**src/rtl/core/pwc_pkg.sv**
```systemverilog
// Package for the power window controller: mode codes, motor codes,
// register indexes, reset values and the structs shared by the core files.
// No dependencies.
package pwc_pkg;

    // controller modes, as reported on mode_now
    typedef enum logic [2:0] {
        MODE_IDLE   = 3'd0,
        MODE_HOLD   = 3'd1,
        MODE_AUTO   = 3'd2,
        MODE_MANUAL = 3'd3,
        MODE_JAM    = 3'd4,
        MODE_GUARD  = 3'd5
    } mode_t;

    // motor commands
    localparam logic [1:0] MOTOR_STOP = 2'd0;
    localparam logic [1:0] MOTOR_UP   = 2'd1;
    localparam logic [1:0] MOTOR_DOWN = 2'd2;

    // configuration register indexes
    localparam int unsigned CFG_INDEX_WIDTH = 2;
    localparam int unsigned CFG_DATA_WIDTH  = 16;
    localparam logic [CFG_INDEX_WIDTH-1:0] REG_HOLD_TICKS       = 2'd0;
    localparam logic [CFG_INDEX_WIDTH-1:0] REG_JAM_REVERSE_TICKS = 2'd1;
    localparam logic [CFG_INDEX_WIDTH-1:0] REG_LOCK_GUARD_TICKS  = 2'd2;

    // register reset values
    localparam logic [CFG_DATA_WIDTH-1:0] HOLD_TICKS_RST        = 16'd1000;
    localparam logic [CFG_DATA_WIDTH-1:0] JAM_REVERSE_TICKS_RST = 16'd500;
    localparam logic [CFG_DATA_WIDTH-1:0] LOCK_GUARD_TICKS_RST  = 16'd100;

    // requester codes
    localparam logic REQ_DRIVER    = 1'b0;
    localparam logic REQ_PASSENGER = 1'b1;

    // beat widths
    localparam int unsigned IN_DATA_WIDTH  = 8;
    localparam int unsigned OUT_DATA_WIDTH = 8;

    // one input sample, declared msb first so it overlays s_tdata
    typedef struct packed {
        logic bottom_limit;
        logic top_limit;
        logic jam_sensor;
        logic lock_button;
        logic passenger_down;
        logic passenger_up;
        logic driver_down;
        logic driver_up;
    } pwc_sample_t;

    // one result, declared msb first so it overlays m_tdata[6:0]
    typedef struct packed {
        logic       jam_event;
        mode_t      mode_now;
        logic       window_locked;
        logic [1:0] motor_drive;
    } pwc_result_t;

    // control state apart from the countdown
    typedef struct packed {
        mode_t mode;
        logic  requester;
        logic  going_up;
        logic  lock_flag;
        logic  lock_seen;
    } pwc_state_t;

    // timing registers
    typedef struct packed {
        logic [CFG_DATA_WIDTH-1:0] hold_ticks;
        logic [CFG_DATA_WIDTH-1:0] jam_reverse_ticks;
        logic [CFG_DATA_WIDTH-1:0] lock_guard_ticks;
    } pwc_cfg_t;

endpackage

```
**src/rtl/core/pwc_cfg_regs.sv**
```systemverilog
// Timing register file of the power window controller.
// Depends on pwc_pkg for register indexes, reset values and pwc_cfg_t.
module pwc_cfg_regs (
    input  logic                                 aclk,
    input  logic                                 aresetn,
    input  logic                                 cfg_wr_en,
    input  logic [pwc_pkg::CFG_INDEX_WIDTH-1:0]  cfg_index,
    input  logic [pwc_pkg::CFG_DATA_WIDTH-1:0]   cfg_wr_data,
    output pwc_pkg::pwc_cfg_t                    cfg
);

    pwc_pkg::pwc_cfg_t cfg_reg;

    // write decode, unknown indexes dropped
    always_ff @(posedge aclk) begin
        if (!aresetn) begin
            cfg_reg.hold_ticks        <= pwc_pkg::HOLD_TICKS_RST;
            cfg_reg.jam_reverse_ticks <= pwc_pkg::JAM_REVERSE_TICKS_RST;
            cfg_reg.lock_guard_ticks  <= pwc_pkg::LOCK_GUARD_TICKS_RST;
        end else if (cfg_wr_en) begin
            unique case (cfg_index)
                pwc_pkg::REG_HOLD_TICKS:        cfg_reg.hold_ticks        <= cfg_wr_data;
                pwc_pkg::REG_JAM_REVERSE_TICKS: cfg_reg.jam_reverse_ticks <= cfg_wr_data;
                pwc_pkg::REG_LOCK_GUARD_TICKS:  cfg_reg.lock_guard_ticks  <= cfg_wr_data;
                default: begin
                end
            endcase
        end
    end

    assign cfg = cfg_reg;

endmodule

```
**src/rtl/core/pwc_fsm.sv**
```systemverilog
// Per-tick transition of the power window controller: next state, next
// countdown and the result beat. Depends on pwc_pkg for types and codes.
module pwc_fsm #(
    parameter int unsigned COUNT_WIDTH = 16
) (
    input  pwc_pkg::pwc_sample_t   sample,
    input  pwc_pkg::pwc_state_t    state,
    input  logic [COUNT_WIDTH-1:0] countdown,
    input  pwc_pkg::pwc_cfg_t      cfg,
    output pwc_pkg::pwc_state_t    state_next,
    output logic [COUNT_WIDTH-1:0] countdown_next,
    output pwc_pkg::pwc_result_t   result
);

    logic [31:0]            hold_wide;
    logic [31:0]            jam_wide;
    logic [31:0]            guard_wide;
    logic [COUNT_WIDTH-1:0] hold_load;
    logic [COUNT_WIDTH-1:0] jam_load;
    logic [COUNT_WIDTH-1:0] guard_load;
    logic                   cd_done;
    logic [COUNT_WIDTH-1:0] cd_dec;
    logic                   seen;
    logic                   is_auto;
    logic                   held;
    logic                   stop;
    logic                   jam;
    logic                   jev;
    logic [1:0]             motor;

    // timer loads, registers fitted to the countdown width
    assign hold_wide  = {16'd0, cfg.hold_ticks};
    assign jam_wide   = {16'd0, cfg.jam_reverse_ticks};
    assign guard_wide = {16'd0, cfg.lock_guard_ticks};
    assign hold_load  = hold_wide[COUNT_WIDTH-1:0];
    assign jam_load   = jam_wide[COUNT_WIDTH-1:0];
    assign guard_load = guard_wide[COUNT_WIDTH-1:0];

    // countdown at one or zero ends a timed mode
    assign cd_done = (countdown[COUNT_WIDTH-1:1] == '0);
    assign cd_dec  = countdown - COUNT_WIDTH'(1);

    // lock press counted once until released
    assign seen = sample.lock_button ? state.lock_seen : 1'b0;

    // mode transition
    always_comb begin
        state_next           = state;
        state_next.lock_seen = seen;
        countdown_next       = countdown;
        is_auto              = (state.mode == pwc_pkg::MODE_AUTO);
        held                 = 1'b0;
        stop                 = 1'b0;
        jam                  = 1'b0;
        jev                  = 1'b0;
        unique case (state.mode)
            pwc_pkg::MODE_HOLD: begin
                if (cd_done) begin
                    if (state.requester == pwc_pkg::REQ_PASSENGER) begin
                        held = state.going_up ? sample.passenger_up : sample.passenger_down;
                    end else begin
                        held = state.going_up ? sample.driver_up : sample.driver_down;
                    end
                    state_next.mode = held ? pwc_pkg::MODE_MANUAL : pwc_pkg::MODE_AUTO;
                    countdown_next  = '0;
                end else begin
                    countdown_next = cd_dec;
                end
            end
            pwc_pkg::MODE_AUTO, pwc_pkg::MODE_MANUAL: begin
                jam = state.going_up && is_auto && sample.jam_sensor;
                if (state.requester == pwc_pkg::REQ_DRIVER) begin
                    if (state.going_up) begin
                        stop = sample.jam_sensor || sample.top_limit || sample.driver_down
                            || (!is_auto && !sample.driver_up);
                    end else begin
                        stop = sample.bottom_limit
                            || (is_auto ? sample.driver_up : !sample.driver_down);
                    end
                end else begin
                    if (state.going_up) begin
                        stop = sample.jam_sensor || sample.top_limit || sample.driver_up
                            || sample.driver_down || sample.lock_button
                            || (is_auto ? sample.passenger_down : !sample.passenger_up);
                    end else begin
                        stop = sample.bottom_limit || sample.driver_up || sample.driver_down
                            || sample.lock_button
                            || (is_auto ? sample.passenger_up : !sample.passenger_down);
                    end
                    // a lock press during passenger motion toggles the lock
                    if (sample.lock_button && !seen) begin
                        state_next.lock_flag = !state.lock_flag;
                        state_next.lock_seen = 1'b1;
                    end
                end
                if (jam) begin
                    state_next.mode = pwc_pkg::MODE_JAM;
                    countdown_next  = jam_load;
                    jev             = 1'b1;
                end else if (stop) begin
                    state_next.mode = pwc_pkg::MODE_IDLE;
                end
            end
            pwc_pkg::MODE_JAM, pwc_pkg::MODE_GUARD: begin
                if (cd_done) begin
                    countdown_next  = '0;
                    state_next.mode = pwc_pkg::MODE_IDLE;
                end else begin
                    countdown_next = cd_dec;
                end
            end
            default: begin
                // idle: serve presses by priority
                state_next.mode = pwc_pkg::MODE_IDLE;
                priority if (sample.driver_up) begin
                    state_next.requester = pwc_pkg::REQ_DRIVER;
                    state_next.going_up  = 1'b1;
                    state_next.mode      = pwc_pkg::MODE_HOLD;
                    countdown_next       = hold_load;
                end else if (sample.driver_down) begin
                    state_next.requester = pwc_pkg::REQ_DRIVER;
                    state_next.going_up  = 1'b0;
                    state_next.mode      = pwc_pkg::MODE_HOLD;
                    countdown_next       = hold_load;
                end else if (sample.passenger_up && !state.lock_flag) begin
                    state_next.requester = pwc_pkg::REQ_PASSENGER;
                    state_next.going_up  = 1'b1;
                    state_next.mode      = pwc_pkg::MODE_HOLD;
                    countdown_next       = hold_load;
                end else if (sample.passenger_down && !state.lock_flag) begin
                    state_next.requester = pwc_pkg::REQ_PASSENGER;
                    state_next.going_up  = 1'b0;
                    state_next.mode      = pwc_pkg::MODE_HOLD;
                    countdown_next       = hold_load;
                end else if (sample.lock_button && !seen) begin
                    state_next.lock_flag = !state.lock_flag;
                    state_next.lock_seen = 1'b1;
                    state_next.mode      = pwc_pkg::MODE_GUARD;
                    countdown_next       = guard_load;
                end else begin
                end
            end
        endcase
    end

    // motor follows the new mode
    always_comb begin
        if (state_next.mode == pwc_pkg::MODE_AUTO || state_next.mode == pwc_pkg::MODE_MANUAL) begin
            motor = state_next.going_up ? pwc_pkg::MOTOR_UP : pwc_pkg::MOTOR_DOWN;
        end else if (state_next.mode == pwc_pkg::MODE_JAM) begin
            motor = pwc_pkg::MOTOR_DOWN;
        end else begin
            motor = pwc_pkg::MOTOR_STOP;
        end
    end

    assign result.motor_drive   = motor;
    assign result.window_locked = state_next.lock_flag;
    assign result.mode_now      = state_next.mode;
    assign result.jam_event     = jev;

endmodule

```
**src/rtl/core/power_window_controller.sv**
```systemverilog
// Top level of the power window controller: input register, transition
// logic, state registers and output register. Depends on pwc_pkg,
// pwc_cfg_regs and pwc_fsm.
//
//  channel   direction  bus                       beat
//  s_        in         s_tvalid/s_tready/s_tdata one switch and sensor sample
//  m_        out        m_tvalid/m_tready/m_tdata one motor and status result
//  cfg_      in         cfg_wr_en/index/wr_data   one timing register write
//
// One sample per clock sustained while the m_ side keeps taking results; a taken
// beat passes the input register, then the state update into the output register.
// The whole tick update is one pass of pwc_fsm between those two registers.
// Reset clears the stages and the state and loads the timing defaults.
// A stalled m_ side holds its result while one more sample waits in the
// input register; s_tready drops only when both are full.
module power_window_controller #(
    parameter int unsigned COUNT_WIDTH = 16
) (
    input  logic                                 aclk,
    input  logic                                 aresetn,
    // sample beat
    input  logic                                 s_tvalid,
    output logic                                 s_tready,
    // s_tdata from bit 0: driver_up, driver_down, passenger_up, passenger_down,
    // lock_button, jam_sensor, top_limit, bottom_limit
    input  logic [pwc_pkg::IN_DATA_WIDTH-1:0]    s_tdata,
    // result beat
    output logic                                 m_tvalid,
    input  logic                                 m_tready,
    // m_tdata from bit 0: motor_drive[1:0], window_locked, mode_now[2:0],
    // jam_event, one zero pad bit
    output logic [pwc_pkg::OUT_DATA_WIDTH-1:0]   m_tdata,
    // timing register writes
    input  logic                                 cfg_wr_en,
    input  logic [pwc_pkg::CFG_INDEX_WIDTH-1:0]  cfg_index,
    input  logic [pwc_pkg::CFG_DATA_WIDTH-1:0]   cfg_wr_data
);

    pwc_pkg::pwc_cfg_t     cfg;
    logic                  in_valid_reg;
    pwc_pkg::pwc_sample_t  in_data_reg;
    logic                  out_valid_reg;
    pwc_pkg::pwc_result_t  out_data_reg;
    pwc_pkg::pwc_state_t   state_reg;
    pwc_pkg::pwc_state_t   state_next;
    logic [COUNT_WIDTH-1:0] countdown_reg;
    logic [COUNT_WIDTH-1:0] countdown_next;
    pwc_pkg::pwc_result_t  result;
    logic                  advance;
    logic                  s_accept;

    pwc_cfg_regs u_cfg (
        .aclk        (aclk),
        .aresetn     (aresetn),
        .cfg_wr_en   (cfg_wr_en),
        .cfg_index   (cfg_index),
        .cfg_wr_data (cfg_wr_data),
        .cfg         (cfg)
    );

    pwc_fsm #(
        .COUNT_WIDTH (COUNT_WIDTH)
    ) u_fsm (
        .sample         (in_data_reg),
        .state          (state_reg),
        .countdown      (countdown_reg),
        .cfg            (cfg),
        .state_next     (state_next),
        .countdown_next (countdown_next),
        .result         (result)
    );

    // handshakes
    assign advance  = in_valid_reg && (!out_valid_reg || m_tready);
    assign s_tready = !in_valid_reg || advance;
    assign s_accept = s_tvalid && s_tready;

    // input register
    always_ff @(posedge aclk) begin
        if (!aresetn) begin
            in_valid_reg <= 1'b0;
        end else if (s_accept) begin
            in_valid_reg <= 1'b1;
        end else if (advance) begin
            in_valid_reg <= 1'b0;
        end
    end

    always_ff @(posedge aclk) begin
        if (s_accept) begin
            in_data_reg <= pwc_pkg::pwc_sample_t'(s_tdata);
        end
    end

    // controller state, stepped once per sample
    always_ff @(posedge aclk) begin
        if (!aresetn) begin
            state_reg.mode      <= pwc_pkg::MODE_IDLE;
            state_reg.requester <= pwc_pkg::REQ_DRIVER;
            state_reg.going_up  <= 1'b0;
            state_reg.lock_flag <= 1'b0;
            state_reg.lock_seen <= 1'b0;
            countdown_reg       <= '0;
        end else if (advance) begin
            state_reg     <= state_next;
            countdown_reg <= countdown_next;
        end
    end

    // output register
    always_ff @(posedge aclk) begin
        if (!aresetn) begin
            out_valid_reg <= 1'b0;
        end else if (advance) begin
            out_valid_reg <= 1'b1;
        end else if (m_tready) begin
            out_valid_reg <= 1'b0;
        end
    end

    always_ff @(posedge aclk) begin
        if (advance) begin
            out_data_reg <= result;
        end
    end

    assign m_tvalid = out_valid_reg;
    assign m_tdata  = {1'b0, out_data_reg};

endmodule

```
**config.mk**
```make
export PLATFORM = sky130hd
export DESIGN_NAME = power_window_controller
export DESIGN_NICKNAME = d
export VERILOG_FILES = /design/src/rtl/core/pwc_pkg.sv /design/src/rtl/core/pwc_cfg_regs.sv /design/src/rtl/core/pwc_fsm.sv /design/src/rtl/core/power_window_controller.sv
export SDC_FILE = /design/constraint.sdc
export NUM_CORES = 1
export LEC_CHECK = 0
export BUFFER_PORTS_ARGS = -buffer_cell sky130_fd_sc_hd__buf_4
export CAP_MARGIN = 25
export CORE_MARGIN = 5
export CORE_UTILIZATION = 45
export DETAILED_ROUTE_END_ITERATION = 12
export MAX_ROUTING_LAYER = met4
export PLACE_DENSITY = 0.65
export SYNTH_ARGS = -nofsm -noshare
export SYNTH_HDL_FRONTEND = slang
export SYNTH_HIERARCHICAL = 1
export SYNTH_SLANG_ARGS = --single-unit
```
**constraint.sdc**
```tcl
create_clock -name aclk -period 2.5 [get_ports aclk]
set_input_delay 0.125 -clock aclk [delete_from_list [all_inputs] [get_ports aclk]]
set_output_delay 0.125 -clock aclk [all_outputs]
set_load 0.05 [all_outputs]
```
==> impl_metrics.ini, run 1 <==
[routing]
firstDrtPassIters = 4
avgViaCountPerCell = 5.51
drt-initial-drc-count = 255
wire_per_inst_microns = 16.2
via_count = 3888
wirelength_microns = 11400
ant_nets = 0
route.detailed.drc = 0

[yosys]
synth-edff-count = 15
dominantRegCellSynth = dfxtp_1
synth-seq-cells = 88
synth_top_area_share = 0.308
synth_nets = 556
ys_seq_area_frac = 0.403
synth_area_leaders = dfxtp_1 31%, mux2i_1 15%, edfxtp_1 9.5%
synth.avg_cell_area_sq_um = 9.06
syn_inst = 524
yosys_warnings = 6
synth_area_sq_mm = 0.00475
yosysTopAreaCell = dfxtp_1
postSynth.asyncResetShare = 0
synth.distinct_cells = 65

[clock_tree]
cts_buffers = 9
cts.htree.levels = 3
worstSkewPairLatency_ns = 0.36
cts.sinks = 88
ctsRootBufferMaster = clkbuf_8
clkTransAtPathRegs_ns = 0.09
clock_path_buffers = 2
cts-resized-gates = 0
cts_tree = built

[sta]
finalHoldViolCount = 0
setup_viol = 0
post-route-period-util = 0.961
worstMarginPinSlew_ns = 0.809
slew_headroom = 0.461
drv_slew = 0
grt_setup_unrepaired = yes
min_period_ns = 2.40
clock_skew_ns = 0.0106
max_freq_mhz = 416

[global_route]
first_global_vias = 3877
grt_max_degree = 91
grt_pass1_wl_microns = 19100
grt.overflow.total = 0
grt_use_total = 0.188
antenna_found_initial = 0

[floorplanning]
core-area_sq_mm = 0.0103
fp.dieH_microns = 113
start_util = 0.460
io_pins = 41
die_w_microns = 113
row_count = 37
die_area_sq_mm = 0.0127

[min_path]
min-delay-start = s_tvalid
holdPathEnd = in_valid_reg
holdPathStages = 3
hold_class = input port to flip-flop

[setup_path]
path_max_fanout = 5
r2r-end = countdown_reg[10]
rr_startpoint = countdown_reg[2]
worst_setup_path_end_kind = flip-flop
start_kind = flip-flop
worstPathRequired_ns = 2.72
ff2ff_setup_slack_ns = 0.1
path_class = flip-flop to flip-flop
reg2reg_depth = 7
cp.arrival_ns = 2.62

[placed_design]
gp_congestion = 0.881
dpl.hpwl_microns = 7820
dp_cells = 681
io_buffers = 39
dpl_cell_area_sq_mm = 0.00512

[finish]
seqCellArea_sq_mm = 0.00191
largest_reg_flops = 48
fill_cells = 955
antenna_cells = 0
syn_to_final_growth_pct = 13.8
stdcell_area_sq_mm = 0.00540
multi_input_area_sq_mm = 0.00252
final_cell_count_no_fill = 705
drive_above_1_share = 0.167
fin_nets = 596

[power]
peakVddDrop_uv = 305
p_leak_uw = 0.00222
power-per-cell-area_mw_per_mm2 = 586

[run_status]
status = complete, no violations

[flow_run]
max_cap_violations = 0
## report_power, final
part | switching (uW) | total (uW) | internal (uW)
Clock | 526 | 979 | 454
Sequential | 44.1 | 1550 | 1500
Combinational | 354 | 641 | 288
## synthesized netlist by cell type (all sizes together), types with 5 or more instances
cell type,count
buf,25
a211oi,5
a21oi,13
nand2,113
a211o,5
a21o,6
dfxtp,73
nor2,21
nor3,6
clkbuf,15
nand3,8
nor2b,25
edfxtp,15
mux2i,73
inv,14
a21boi,8
o21ai,10
nand4,8
xnor2,7
## cell usage in the layout (no fill, tap or decap), types with 3 or more instances in the layout
| cell type | netlist | final |
|---|---|---|
| a211o_1 | 5 | 5 |
| a211oi_1 | 5 | 5 |
| a21boi_0 | 7 | 7 |
| a21o_1 | 6 | 6 |
| a21oi_1 | 13 | 13 |
| a22oi_1 | 3 | 3 |
| and3_1 | 4 | 4 |
| buf_4 | 7 | 60 |
| clkbuf_8 | 0 | 10 |
| dfxtp_1 | 73 | 73 |
| dlygate4sd3_1 | 0 | 8 |
| edfxtp_1 | 15 | 15 |
| inv_1 | 14 | 14 |
| mux2i_1 | 73 | 73 |
| nand2_1 | 113 | 113 |
| nand3_1 | 8 | 8 |
| nand3b_1 | 3 | 3 |
| nand4_1 | 8 | 8 |
| nor2_1 | 21 | 21 |
| nor2b_1 | 23 | 22 |
| nor3_1 | 6 | 6 |
| nor4_1 | 3 | 3 |
| o211ai_1 | 4 | 4 |
| o21ai_0 | 10 | 10 |
| o21bai_1 | 3 | 3 |
| o221ai_1 | 4 | 4 |
| o22ai_1 | 3 | 3 |
| o32ai_1 | 3 | 3 |
| or2_2 | 4 | 4 |
| or3_1 | 4 | 4 |
| or4_4 | 3 | 3 |
| xnor2_1 | 7 | 7 |
## worst max path at each step
stage	startpoint	endpoint	slack [ns]
finish	countdown_reg[2]	countdown_reg[10]	0.1
CTS	countdown_reg[2]	countdown_reg[10]	0.11
global route	countdown_reg[8]	countdown_reg[6]	-0.007
global placement	countdown_reg[2]	countdown_reg[10]	0.16
floorplan	countdown_reg[2]	countdown_reg[10]	0.17
detailed placement	countdown_reg[2]	countdown_reg[10]	0.13
## cell families after synthesis
family / synth area share
AO/OA/AOI/OAI: 0.134
other: 0.000790
AND/OR/NAND/NOR: 0.222
flip-flops: 0.403
buffers and inverters: 0.0685
adder cells (fa/ha/maj): 0.00264
multiplexers: 0.156
XOR/XNOR: 0.0129
## layer usage
layer / GRT usage / part of all wire / vias to the layer above
li1: - / - / 1915
met1: 0.261 / 0.48 / 1866
met3: 0.0230 / 0.049 / 14
met5: - / 0 / -
met2: 0.288 / 0.46 / 93
met4: 0.0569 / 0.015 / 0
## cell type report
| type | instances | share of cell area |
|---|---|---|
| multi-input cells | 382 | 0.466 |
| flip-flops and latches | 88 | 0.354 |
| repair buffers | 69 | 0.102 |
| well taps | 136 | 0.0315 |
| clock buffers | 11 | 0.0301 |
| inverters | 14 | 0.00973 |
| clock inverters | 5 | 0.00672 |
## worst max-delay path, cell delays in order (launching register included)
cell and delay [ns]:
dfxtp_1 0.33, or4_4 0.58, or4_4 0.44, or3_1 0.34, xnor2_1 0.13, a221o_1 0.31, nand2_1 0.06, mux2i_1 0.07
## stage by stage
| step | hold WS (ns) | util | setup slack [ns] | TNS (ns) | total power [uW] |
|---|---|---|---|---|---|
| after global routing | 0.0301 | 0.523 | -0.00748 | -0.00748 | 3330 |
| after CTS | 0.0129 | 0.523 | 0.109 | 0 | 3190 |
| after global placement | 0.304 | 0.496 | 0.157 | 0 | 2190 |
| after floorplan | 0.224 | - | 0.174 | 0 | 2040 |
| after detailed placement | 0.304 | 0.496 | 0.134 | 0 | 2200 |
| final | 0.0209 | 0.523 | 0.0976 | 0 | 3170 |
## timing repair
action	in CTS	in global routing
buffers inserted	0	0
hold buffers	8	0
hold endpoints to repair	8	0
endpoints found under the setup margin	0	1
Note: power is estimated with default switching activity, not from simulation.
==> run 2: changes to the inputs <==
Settings changed: PLACE_DENSITY 0.65 to 0.63.
Clock period 2.5 ns to 2.7 ns, I/O delays scaled along.
==> impl_metrics.ini, run 2 (same netlist as run 1, synthesis figures left out) <==
[sta]
clock_skew_ns = 0.00650
max_freq_mhz = 406
drv_slew = 0
min_period_ns = 2.46
post-route-period-util = 0.912
final.setup.tns_ns = 0
worstMarginPinSlew_ns = 0.723
setup_viol = 0
slew_headroom = 0.518
grt_setup_unrepaired = no
setup_slack_ns = 0.237
finalHoldViolCount = 0
hold-worst-slack_ns = 0.0129

[global_route]
grt.overflow.total = 0
antenna_found_initial = 0
grt_use_total = 0.192
grt_max_degree = 79
grt_pass1_wl_microns = 19200
first_global_vias = 3795

[flow_run]
max_cap_violations = 0

[placed_design]
dp_cells = 675
io_buffers = 39
post-place-ws_ns = 0.281
dpl.hpwl_microns = 7910
gp_congestion = 0.953

[floorplanning]
core-area_sq_mm = 0.0103
die_w_microns = 113
fp.dieH_microns = 113
start_util = 0.460
io_pins = 41
die_area_sq_mm = 0.0127
row_count = 37

[routing]
wirelength_microns = 11600
firstDrtPassIters = 4
ant_nets = 0
via_count = 3914
drt-initial-drc-count = 247
route.detailed.drc = 0
avgViaCountPerCell = 5.60
wire_per_inst_microns = 16.5

[min_path]
holdPathStages = 3
hold_class = input port to flip-flop
holdPathEnd = in_valid_reg
min-delay-start = s_tvalid

[clock_tree]
cts-resized-gates = 0
clock_path_buffers = 2
cts_tree = built
ctsRootBufferMaster = clkbuf_8
cts_hold_buf = 8
cts.htree.levels = 3
clkTransAtPathRegs_ns = 0.09
cts_setup_buffers = 0
worstSkewPairLatency_ns = 0.36
cts_buffers = 9
cts.sinks = 88

[setup_path]
cp_slowest_stage_delay_ns = 0.60
start_kind = flip-flop
cp_cell_sequence = or4_4, nor4_1, buf_4, nor2_1, a221oi_1, o22ai_1
cp_top_family = simple AND/OR/NAND/NOR gates
r2r-end = m_tdata[1]
rr_startpoint = countdown_reg[2]
ff2ff_setup_slack_ns = 0.24
cp.arrival_ns = 2.56
worstPathRequired_ns = 2.79
cp_slowest_cell = or4_4
reg2reg_depth = 6
path_max_fanout = 7
path_class = flip-flop to flip-flop
critPathBufInv = 1
worst_setup_path_end_kind = flip-flop

[finish]
fin_nets = 590
most-common-layout-cells = 113 x nand2_1, 73 x mux2i_1, 73 x dfxtp_1, 55 x buf_4, 22 x nor2b_1
syn_to_final_growth_pct = 12.9
final_cell_count_no_fill = 699
drive_above_1_share = 0.156
largest_reg_flops = 48
final_common_cell = nand2_1
antenna_cells = 0

[power]
finalPower_uw = 3000
peakVddDrop_uv = 242
clock_power_share = 0.329
power-per-cell-area_mw_per_mm2 = 559
p_int_uw = 2160
p_sw_frac = 0.279
power_frac_seq = 0.482
combPwrFrac = 0.189
p_sw_uw = 836
p_leak_uw = 0.00219

[run_status]
status = complete, no violations
## run 2: worst max-delay path by stage
stage | startpoint | to | cells past startpoint | slack [ns]
finish | countdown_reg[2] | m_tdata[1] | 6 | 0.24
CTS | countdown_reg[2] | countdown_reg[10] | 7 | 0.26
detailed placement | countdown_reg[2] | countdown_reg[10] | 7 | 0.28
global placement | countdown_reg[2] | countdown_reg[10] | 7 | 0.29
floorplan | countdown_reg[2] | countdown_reg[10] | 7 | 0.37
global route | countdown_reg[9] | countdown_reg[7] | 7 | 0.16
## run 2: stage by stage
step                 util  instance area [sq um]
floorplan               -                   4750
global placement    0.491                   5070
detailed placement  0.491                   5070
CTS                 0.519                   5360
global route        0.519                   5360
finish              0.519                   5360
## run 2: area by class of cell
cell class,instances,area [sq um]
sequential,88,1910
multi-input combinational,382,2520
clock buffer,9,124
tap,136,170
timing repair buffer,63,493
fill,982,4960
clock inverter,7,86.3
inverter,14,52.6
## run 2: power by group through the flow
stage	Clock, uW	Combinational (uW)	Sequential, uW
after floorplan	0	412	1470
after global placement	0	542	1470
after detailed placement	0	552	1470
after CTS	1010	564	1440
after global routing	1080	623	1450
final	984	567	1440
## run 2: worst register-to-register path: cells and delay by family, from the launching register on
family	cells	cell delay, ns
flops	1	0.37
buf+inv	1	0.21
compound gates	2	0.56
simple gates	3	1.06
## run 2: per-layer routing
layer,track usage,wire length (microns),vias up
li1,-,-,1905
met1,0.260,5470,1872
met2,0.283,5230,117
met3,0.0358,639,20
met4,0.0793,214,0
met5,-,0,-
